--- config.mk ---
export PLATFORM = sky130hd
export DESIGN_NAME = utf8_stream_decoder_top_flat
export DESIGN_NICKNAME = d
export VERILOG_FILES = /design/src/rtl/core/usd_pkg.sv /design/src/rtl/core/usd_if.sv /design/src/rtl/core/usd_decode.sv /design/src/rtl/core/usd_outq.sv /design/src/rtl/core/utf8_stream_decoder_top.sv /design/src/flat_wrapper.sv
export VERILOG_INCLUDE_DIRS = /design/src /design/src/rtl/core
export SDC_FILE = /design/constraint.sdc
export NUM_CORES = 1
export LEC_CHECK = 0
export ABC_AREA = 0
export BUFFER_PORTS_ARGS = -buffer_cell sky130_fd_sc_hd__buf_4
export CAP_MARGIN = 20
export CORE_MARGIN = 8
export CORE_UTILIZATION = 64
export CTS_CLUSTER_SIZE = 10
export DETAILED_ROUTE_END_ITERATION = 12
export PLACE_DENSITY = 0.85
export SYNTH_ARGS = -nofsm -noshare
export SYNTH_HDL_FRONTEND = slang
export SYNTH_SLANG_ARGS = --single-unit
--- constraint.sdc ---
create_clock -name clk_i -period 8 [get_ports clk_i]
set_input_delay 0 -clock clk_i [delete_from_list [all_inputs] [get_ports clk_i]]
set_output_delay 0 -clock clk_i [all_outputs]
set_load 0.02 [all_outputs]
--- src/rtl/core/utf8_stream_decoder_top_macros.svh ---
// assertion macros for the utf8 stream decoder
// expects clk_i and rst_ni in the scope of each use
`ifndef UTF8_STREAM_DECODER_TOP_MACROS_SVH
`define UTF8_STREAM_DECODER_TOP_MACROS_SVH

// consequent checked in the same cycle
`define USD_ASSERT_SAME(label, ante, cons, msg) \
  label: assert property (@(posedge clk_i) disable iff (!rst_ni) (ante) |-> (cons)) \
    else $error(msg);

// consequent checked in the next cycle
`define USD_ASSERT_NEXT(label, ante, cons, msg) \
  label: assert property (@(posedge clk_i) disable iff (!rst_ni) (ante) |=> (cons)) \
    else $error(msg);

`endif

--- src/rtl/core/usd_pkg.sv ---
// shared types, constants and helpers for the utf8 stream decoder
// no dependencies
package usd_pkg;

  localparam int unsigned CP_W   = 21;
  localparam int unsigned KIND_W = 3;

  // smallest legal value per sequence length
  localparam logic [CP_W-1:0] MIN_LEN2 = 21'h00080;
  localparam logic [CP_W-1:0] MIN_LEN3 = 21'h00800;
  localparam logic [CP_W-1:0] MIN_LEN4 = 21'h10000;

  typedef enum logic [KIND_W-1:0] {
    KIND_CHAR         = 3'd0,
    KIND_BAD_LEAD     = 3'd1,
    KIND_MISSING_CONT = 3'd2,
    KIND_OVERLONG     = 3'd3,
    KIND_TRUNCATED    = 3'd4
  } kind_e;

  typedef struct packed {
    logic [CP_W-1:0] code_point;
    kind_e           kind;
    logic            last;
  } result_t;

  // results produced by one byte, in order
  typedef struct packed {
    result_t    r0;
    result_t    r1;
    logic [1:0] n;
    logic       idle;
  } dec_out_t;

  typedef struct packed {
    logic       push_ready;
    logic [1:0] occ;
  } q_stat_t;

  function automatic logic [CP_W-1:0] min_value(input logic [2:0] len);
    logic [CP_W-1:0] v;
    unique case (len)
      3'd2:    v = MIN_LEN2;
      3'd3:    v = MIN_LEN3;
      3'd4:    v = MIN_LEN4;
      default: v = '0;
    endcase
    return v;
  endfunction

endpackage

--- src/rtl/core/usd_if.sv ---
// handshake channels of the utf8 stream decoder
// depends on usd_pkg
interface usd_byte_if import usd_pkg::*; ();
  logic       valid;
  logic       ready;
  logic [7:0] data_byte;
  logic       end_of_text;

  modport source (output valid, output data_byte, output end_of_text, input ready);
  modport sink   (input valid, input data_byte, input end_of_text, output ready);
endinterface

interface usd_result_if import usd_pkg::*; ();
  logic              valid;
  logic              ready;
  logic [CP_W-1:0]   code_point;
  logic [KIND_W-1:0] kind;
  logic              last;

  modport source (output valid, output code_point, output kind, output last, input ready);
  modport sink   (input valid, input code_point, input kind, input last, output ready);
endinterface

--- src/rtl/core/usd_decode.sv ---
// decoder state and per-byte decode logic
// depends on usd_pkg
module usd_decode import usd_pkg::*; (
  input  logic       clk_i,
  input  logic       rst_ni,
  input  logic [7:0] data_byte_i,
  input  logic       end_of_text_i,
  input  logic       advance_i,
  output dec_out_t   dec_o
);

  logic [CP_W-1:0] acc_q, acc_d;
  logic [1:0]      pend_q, pend_d;
  logic [2:0]      len_q, len_d;
  logic            skip_q, skip_d;

  logic            is_cont;
  logic            lead_emit;
  kind_e           lead_kind;
  logic [CP_W-1:0] lead_cp;
  logic [CP_W-1:0] lead_acc;
  logic [1:0]      lead_pend;
  logic [2:0]      lead_len;
  logic            lead_skip;

  logic            a_v, b_v, c_v, take_lead;
  kind_e           a_kind;
  logic [CP_W-1:0] a_cp;
  logic [CP_W-1:0] acc_shift;
  logic [1:0]      pend_dec;
  result_t         res_a, res_b, res_c;

  assign is_cont   = (data_byte_i[7:6] == 2'b10);
  assign acc_shift = {acc_q[CP_W-7:0], data_byte_i[5:0]};
  assign pend_dec  = pend_q - 2'd1;

  // lead byte classification
  always_comb begin
    lead_emit = 1'b0;
    lead_kind = KIND_CHAR;
    lead_cp   = '0;
    lead_acc  = '0;
    lead_pend = '0;
    lead_len  = '0;
    lead_skip = 1'b0;
    priority if (!data_byte_i[7]) begin
      lead_emit = 1'b1;
      lead_cp   = {{(CP_W-8){1'b0}}, data_byte_i};
    end else if (data_byte_i[7:5] == 3'b110) begin
      lead_acc  = {{(CP_W-5){1'b0}}, data_byte_i[4:0]};
      lead_pend = 2'd1;
      lead_len  = 3'd2;
    end else if (data_byte_i[7:4] == 4'b1110) begin
      lead_acc  = {{(CP_W-4){1'b0}}, data_byte_i[3:0]};
      lead_pend = 2'd2;
      lead_len  = 3'd3;
    end else if (data_byte_i[7:3] == 5'b11110) begin
      lead_acc  = {{(CP_W-3){1'b0}}, data_byte_i[2:0]};
      lead_pend = 2'd3;
      lead_len  = 3'd4;
    end else begin
      lead_emit = 1'b1;
      lead_kind = KIND_BAD_LEAD;
      lead_skip = 1'b1;
    end
  end

  always_comb begin
    acc_d     = acc_q;
    pend_d    = pend_q;
    len_d     = len_q;
    skip_d    = skip_q;
    a_v       = 1'b0;
    a_kind    = KIND_CHAR;
    a_cp      = '0;
    b_v       = 1'b0;
    c_v       = 1'b0;
    take_lead = 1'b0;

    if (pend_q != 2'd0) begin
      if (is_cont) begin
        if (pend_dec == 2'd0) begin
          a_v = 1'b1;
          if (acc_shift < min_value(len_q)) begin
            a_kind = KIND_OVERLONG;
            skip_d = 1'b1;
          end else begin
            a_cp = acc_shift;
          end
          acc_d  = '0;
          pend_d = '0;
          len_d  = '0;
        end else begin
          acc_d  = acc_shift;
          pend_d = pend_dec;
        end
      end else begin
        a_v       = 1'b1;
        a_kind    = KIND_MISSING_CONT;
        take_lead = 1'b1;
      end
    end else if (!(skip_q && is_cont)) begin
      take_lead = 1'b1;
    end

    if (take_lead) begin
      b_v    = lead_emit;
      skip_d = lead_skip;
      acc_d  = lead_acc;
      pend_d = lead_pend;
      len_d  = lead_len;
    end

    if (end_of_text_i) begin
      c_v    = (pend_d != 2'd0);
      acc_d  = '0;
      pend_d = '0;
      len_d  = '0;
      skip_d = 1'b0;
    end
  end

  // order the results and mark the final one
  always_comb begin
    res_a = '{code_point: a_cp,    kind: a_kind,         last: 1'b0};
    res_b = '{code_point: lead_cp, kind: lead_kind,      last: 1'b0};
    res_c = '{code_point: '0,      kind: KIND_TRUNCATED, last: 1'b0};

    dec_o.n    = {1'b0, a_v} + {1'b0, b_v} + {1'b0, c_v};
    dec_o.r0   = a_v ? res_a : (b_v ? res_b : res_c);
    dec_o.r1   = (a_v && b_v) ? res_b : res_c;
    dec_o.idle = (pend_q == 2'd0) && !skip_q && (acc_q == '0) && (len_q == '0);
    if (dec_o.n == 2'd1) begin
      dec_o.r0.last = 1'b1;
    end else begin
      dec_o.r1.last = 1'b1;
    end
  end

  always_ff @(posedge clk_i or negedge rst_ni) begin
    if (!rst_ni) begin
      acc_q  <= '0;
      pend_q <= '0;
      len_q  <= '0;
      skip_q <= 1'b0;
    end else if (advance_i) begin
      acc_q  <= acc_d;
      pend_q <= pend_d;
      len_q  <= len_d;
      skip_q <= skip_d;
    end
  end

endmodule

--- src/rtl/core/usd_outq.sv ---
// two-entry result queue, takes up to two results per cycle while it has room for them
// depends on usd_pkg
module usd_outq import usd_pkg::*; (
  input  logic     clk_i,
  input  logic     rst_ni,
  input  logic     push_valid_i,
  input  dec_out_t dec_i,
  input  logic     pop_ready_i,
  output result_t  head_o,
  output logic     head_valid_o,
  output q_stat_t  stat_o
);

  result_t    slot0_q, slot0_d, slot1_q, slot1_d;
  logic [1:0] occ_q, occ_d;
  logic [1:0] occ_ap, space, n_eff;
  logic       pop, push;
  result_t    keep;

  assign pop    = (occ_q != 2'd0) && pop_ready_i;
  assign occ_ap = occ_q - {1'b0, pop};
  assign space  = 2'd2 - occ_ap;
  assign stat_o.push_ready = (dec_i.n <= space);
  assign stat_o.occ        = occ_q;
  assign push   = push_valid_i && stat_o.push_ready;
  assign n_eff  = push ? dec_i.n : 2'd0;
  assign keep   = pop ? slot1_q : slot0_q;
  assign occ_d  = occ_ap + n_eff;

  always_comb begin
    slot0_d = slot0_q;
    slot1_d = slot1_q;
    unique case (occ_ap)
      2'd0: begin
        slot0_d = dec_i.r0;
        slot1_d = dec_i.r1;
      end
      2'd1: begin
        slot0_d = keep;
        slot1_d = dec_i.r0;
      end
      default: ;
    endcase
  end

  always_ff @(posedge clk_i or negedge rst_ni) begin
    if (!rst_ni) begin
      occ_q <= '0;
    end else begin
      occ_q <= occ_d;
    end
  end

  always_ff @(posedge clk_i) begin
    slot0_q <= slot0_d;
    slot1_q <= slot1_d;
  end

  assign head_o       = slot0_q;
  assign head_valid_o = (occ_q != 2'd0);

endmodule

--- src/rtl/core/utf8_stream_decoder_top.sv ---
// path: a byte is registered in the input register, then its results in the result queue
// throughput: one byte per cycle while the queue has room for its results; a byte with
// two results can fill the two-entry queue, and later bytes wait for the single result port
// reset: asynchronous active-low, clears decoder state, input and queue valid
// depends on usd_pkg, usd_if, usd_decode, usd_outq and the macros header
`include "utf8_stream_decoder_top_macros.svh"

module utf8_stream_decoder_top import usd_pkg::*; (
  input  logic         clk_i,
  input  logic         rst_ni,
  usd_byte_if.sink     byte_i,
  usd_result_if.source result_o
);

  // input register
  logic [7:0] byte_q;
  logic       eot_q;
  logic       valid_q;
  logic       advance;
  logic       in_accept;

  dec_out_t   dec;
  q_stat_t    q_stat;
  result_t    head;
  logic       head_valid;

  // the byte in the input register moves on once the queue has room
  // for every result it makes
  assign advance      = valid_q && q_stat.push_ready;
  assign byte_i.ready = !valid_q || advance;
  assign in_accept    = byte_i.valid && byte_i.ready;

  always_ff @(posedge clk_i or negedge rst_ni) begin
    if (!rst_ni) begin
      valid_q <= 1'b0;
    end else if (in_accept) begin
      valid_q <= 1'b1;
    end else if (advance) begin
      valid_q <= 1'b0;
    end
  end

  // payload needs no reset
  always_ff @(posedge clk_i) begin
    if (in_accept) begin
      byte_q <= byte_i.data_byte;
      eot_q  <= byte_i.end_of_text;
    end
  end

  // decode: state is updated only when the byte leaves the input register
  usd_decode u_decode (
    .clk_i         (clk_i),
    .rst_ni        (rst_ni),
    .data_byte_i   (byte_q),
    .end_of_text_i (eot_q),
    .advance_i     (advance),
    .dec_o         (dec)
  );

  // result queue, also the output register
  usd_outq u_outq (
    .clk_i        (clk_i),
    .rst_ni       (rst_ni),
    .push_valid_i (valid_q),
    .dec_i        (dec),
    .pop_ready_i  (result_o.ready),
    .head_o       (head),
    .head_valid_o (head_valid),
    .stat_o       (q_stat)
  );

  assign result_o.valid      = head_valid;
  assign result_o.code_point = head.code_point;
  assign result_o.kind       = head.kind;
  assign result_o.last       = head.last;

  // at most two results per byte
  `USD_ASSERT_SAME(a_two_results_max, advance, dec.n != 2'd3, "more than two results per byte")
  // a result that is not last always has its partner queued behind it
  `USD_ASSERT_SAME(a_partner_queued, head_valid && !head.last, q_stat.occ == 2'd2,
                   "first of two results without its partner")
  // end of text returns the decoder to its reset state
  `USD_ASSERT_NEXT(a_eot_clears, advance && eot_q, dec.idle, "state left after end of text")

endmodule

--- src/flat_wrapper.sv ---
// flat-port wrapper written by rule: the top's interface ports become plain ports
module utf8_stream_decoder_top_flat import usd_pkg::*;
  (clk_i, rst_ni, byte_i_valid, byte_i_data_byte, byte_i_end_of_text, byte_i_ready, result_o_valid, result_o_code_point, result_o_kind, result_o_last, result_o_ready);
  usd_byte_if byte_i_i ();
  usd_result_if result_o_i ();
  input  logic clk_i;
  input  logic rst_ni;
  input wire logic [$bits(byte_i_i.valid)-1:0] byte_i_valid;
  input wire logic [$bits(byte_i_i.data_byte)-1:0] byte_i_data_byte;
  input wire logic [$bits(byte_i_i.end_of_text)-1:0] byte_i_end_of_text;
  output wire logic [$bits(byte_i_i.ready)-1:0] byte_i_ready;
  output wire logic [$bits(result_o_i.valid)-1:0] result_o_valid;
  output wire logic [$bits(result_o_i.code_point)-1:0] result_o_code_point;
  output wire logic [$bits(result_o_i.kind)-1:0] result_o_kind;
  output wire logic [$bits(result_o_i.last)-1:0] result_o_last;
  input wire logic [$bits(result_o_i.ready)-1:0] result_o_ready;
  assign byte_i_i.valid = byte_i_valid;
  assign byte_i_i.data_byte = byte_i_data_byte;
  assign byte_i_i.end_of_text = byte_i_end_of_text;
  assign byte_i_ready = byte_i_i.ready;
  assign result_o_valid = result_o_i.valid;
  assign result_o_code_point = result_o_i.code_point;
  assign result_o_kind = result_o_i.kind;
  assign result_o_last = result_o_i.last;
  assign result_o_i.ready = result_o_ready;
  utf8_stream_decoder_top u_core (.clk_i(clk_i), .rst_ni(rst_ni), .byte_i(byte_i_i), .result_o(result_o_i));
endmodule
==> run_results.csv <==
group,metric,value,unit
run_status,outcome,"complete, no violations",
layout,finish.net_count,420,
logic_synthesis,synth-seq-area-share,0.5716,
placed_design,dpl.hpwl,6493,um
grt,grt_start_max_net_pins,58,
layout,area_growth,14.68,%
route,drt-pass1-iter-count,5,
route,wirelength,9553,um
worst_setup_path,path_cells,"inv_1 -> ha_1 -> or3b_2 -> nand3_1 -> a32oi_1 -> o21ai_0 -> fa_1 -> ha_1 -> nor2b_1 -> a2bb2oi_1 -> or3_1 -> mux2_2",
timing,slew_viol_final,0,
layout,n_antenna_cell,0,
floorplan,dieWidth,96.53,um
grt,grt_pass1_vias,3134,
worst_setup_path,max_stage_delay,0.78,ns
floorplan,core_area,0.006314,mm^2
logic_synthesis,synth_edf_count,59,
clock_tree,cts_tree,"done",
grt,grt-ovfl-total,0,
logic_synthesis,ys_seq_elements,83,
timing,fin_crit,4.685,ns
timing,setup_slack,3.315,ns
timing,grt_setup_unrepaired,"no",
clock_tree,cts_setup_buffers,0,
timing,clock_skew,0.01164,ns
clock_tree,h-tree-depth,3,
placed_design,gp_routability_congestion,0.9418,
route,drtIter0Drc,190,
run,maxCapViolations,0,
logic_synthesis,yosys.area.top_type,"edfxtp_1",
clock_tree,clockBufferDepth,2,
layout,regArea,0.002372,mm^2
clock_tree,clkTransAtPathRegs,0.09,ns
worst_setup_path,crit_type,"register to register",
timing,relSlewSlack,0.3562,
layout,fillers,419,
timing,hold_slack,0.07447,ns
route,drc,0,
clock_tree,root_buffer,"clkbuf_8",
floorplan,rows,29,
logic_synthesis,ys.flop_type,"edfxtp_1",
worst_setup_path,end_kind,"register",
timing,hold_viol,0,
route,routedWlPerCell,19.99,um
logic_synthesis,postSynthAreaPerCell,11.72,um^2
layout,drive_gt1_frac,0.1970,
floorplan,die_area,0.009317,mm^2
logic_synthesis,synth.most_common_cell,"edfxtp_1",
logic_synthesis,async_reset_ff_frac,0.2892,
logic_synthesis,synth_nets,378,
logic_synthesis,syn-cell-area,0.004150,mm^2
placed_design,dpl.cell_count,451,
clock_tree,clock_sinks,83,
worst_setup_path,arrival,4.94,ns
logic_synthesis,synthDominantCellAreaShare,0.4269,
grt,grt_pass1_wl,15730,um
timing,setup_violations,0,
clock_tree,clkLatencyLatePin,0.36,ns
grt,track_usage,0.2238,
placed_design,pre_cts_ws,3.466,ns
min_path,hold_class,"input port to async pin",
logic_synthesis,ys_warn_count,0,
timing,fin_crit_sh,0.5857,
floorplan,chipHeight,96.53,um
logic_synthesis,netlist_instances,354,
layout,multi_input_area,0.001579,mm^2
floorplan,start_util,0.6574,
clock_tree,cts_resized,0,
worst_setup_path,cp.required,8.25,ns
route,vias_per_cell,6.387,
timing,max_freq,213.4,MHz
worst_setup_path,startpoint_type,"register",
worst_setup_path,crit_path_frequent_cell,"ha_1",
timing,worstMarginPinSlew,0.9620,ns
clock_tree,cts_buffers,9,
logic_synthesis,ys_types,63,
route,vias,3053,
logic_synthesis,yosys-top-cells-count,"edfxtp_1 (59), nand2_1 (41), dfrtp_1 (24), inv_1 (16), nor2_1 (15)",
grt,grt_antenna_before_repair,0,
floorplan,io_pins,40,
timing,fin_setup_tns,0,ns
placed_design,port-buffer-count,39,
route,detail-route-antenna-nets,0,
logic_synthesis,ys_top_cells_by_area,"edfxtp_1 (43%), dfrtp_1 (14%), nand2_1 (3.7%)",
layout,fin_cells,478,
worst_setup_path,slowest_stage,"a2bb2oi_1",
worst_setup_path,cp_max_fo,18,
==> placed cells by master (no fill, tap or decap), types with 10 or more instances in the layout <==
| cell | count |
|---|---|
| nor3_1 | 13 |
| nor2_1 | 15 |
| a22o_1 | 14 |
| nand3_1 | 13 |
| dlygate4sd3_1 | 11 |
| o21ai_0 | 11 |
| buf_4 | 41 |
| dfrtp_1 | 24 |
| nor4_1 | 10 |
| inv_1 | 16 |
| edfxtp_1 | 59 |
| nand2_1 | 41 |
==> layer usage <==
metal	GRT usage	part of all wire
met2	0.3912	0.52
met5	0	0
met4	0.09332	0.021
met3	0.04250	0.058
met1	0.2639	0.40
==> state kept, by name, summed over array words and instances (netlist names), 2 cells and up <==
| signal | count |
|---|---|
| u_core.u_decode.acc_q | 15 |
| u_core.byte_q | 8 |
| u_core.u_outq.occ_q | 2 |
| u_core.u_outq.slot1_q | 25 |
| u_core.u_outq.head_o | 25 |
| u_core.u_decode.len_q | 3 |
| u_core.u_decode.pend_q | 2 |
==> logic make-up (layout without fill, tap and decap cells) <==
kind of cell | after synthesis | in the layout | share of synthesized area
adders and majority gates | 11 | 11 | 0.03497
AOI/OAI and AO/OA | 71 | 71 | 0.1342
xor gates and xnor gates | 6 | 6 | 0.01266
buffers and inverters | 40 | 87 | 0.04854
DFF | 83 | 83 | 0.5716
and+or+nand+nor | 134 | 134 | 0.1758
muxes | 9 | 9 | 0.02231
==> worst paths after layout <==
path / cells after the start / to / slack, ns / from
worst max-delay path: 12 / u_core.u_decode.acc_q[4] / 3.31 / u_core.u_decode.pend_q[1]
worst min-delay path: 2 / u_core.u_outq.occ_q[0] / 0.07 / rst_ni
worst max register to register: 12 / u_core.u_decode.acc_q[4] / 3.31 / u_core.u_decode.pend_q[1]
worst min register to register: 2 / u_core.u_outq.head_o[12] / 0.54 / u_core.u_outq.slot1_q[12]
max in group asynchronous: 2 / u_core.u_decode.len_q[0] / 7.68 / rst_ni
min in group clk_i: 2 / u_core.byte_q[4] / 0.35 / byte_i_data_byte[4]
==> metrics by stage <==
stage	cell area (um^2)	utilization
final	4760	0.7539
after global routing	4760	0.7539
after detailed placement	4427	0.7011
after CTS	4760	0.7539
after global placement	4427	0.7011
after floorplan	4150	-
==> worst max-delay path, delay by kind of cell, from the launching register on <==
kind | cells | cell delay (ns)
compound gates | 3 | 1.13
fa+ha+maj | 3 | 1.11
buf+inv | 1 | 0.11
flops | 1 | 0.45
mux | 1 | 0.40
simple gates | 4 | 1.39
==> timing repair <==
item,CTS,global route
hold buffers,11,0
hold endpoints to repair,34,0
endpoints found under the setup margin,0,0
==> final cells by class <==
class                   instances  area share
clock buffers                   9     0.02603
clock inverters                 7     0.02077
inverters                      19     0.01498
multi-input cells             231      0.3318
flip-flops and latches         83      0.4984
well taps                      77     0.02024
repair buffers                 52     0.08780
Power is not shown: default switching activity piles up to over one toggle a cycle in this logic, so the estimate is an artifact.
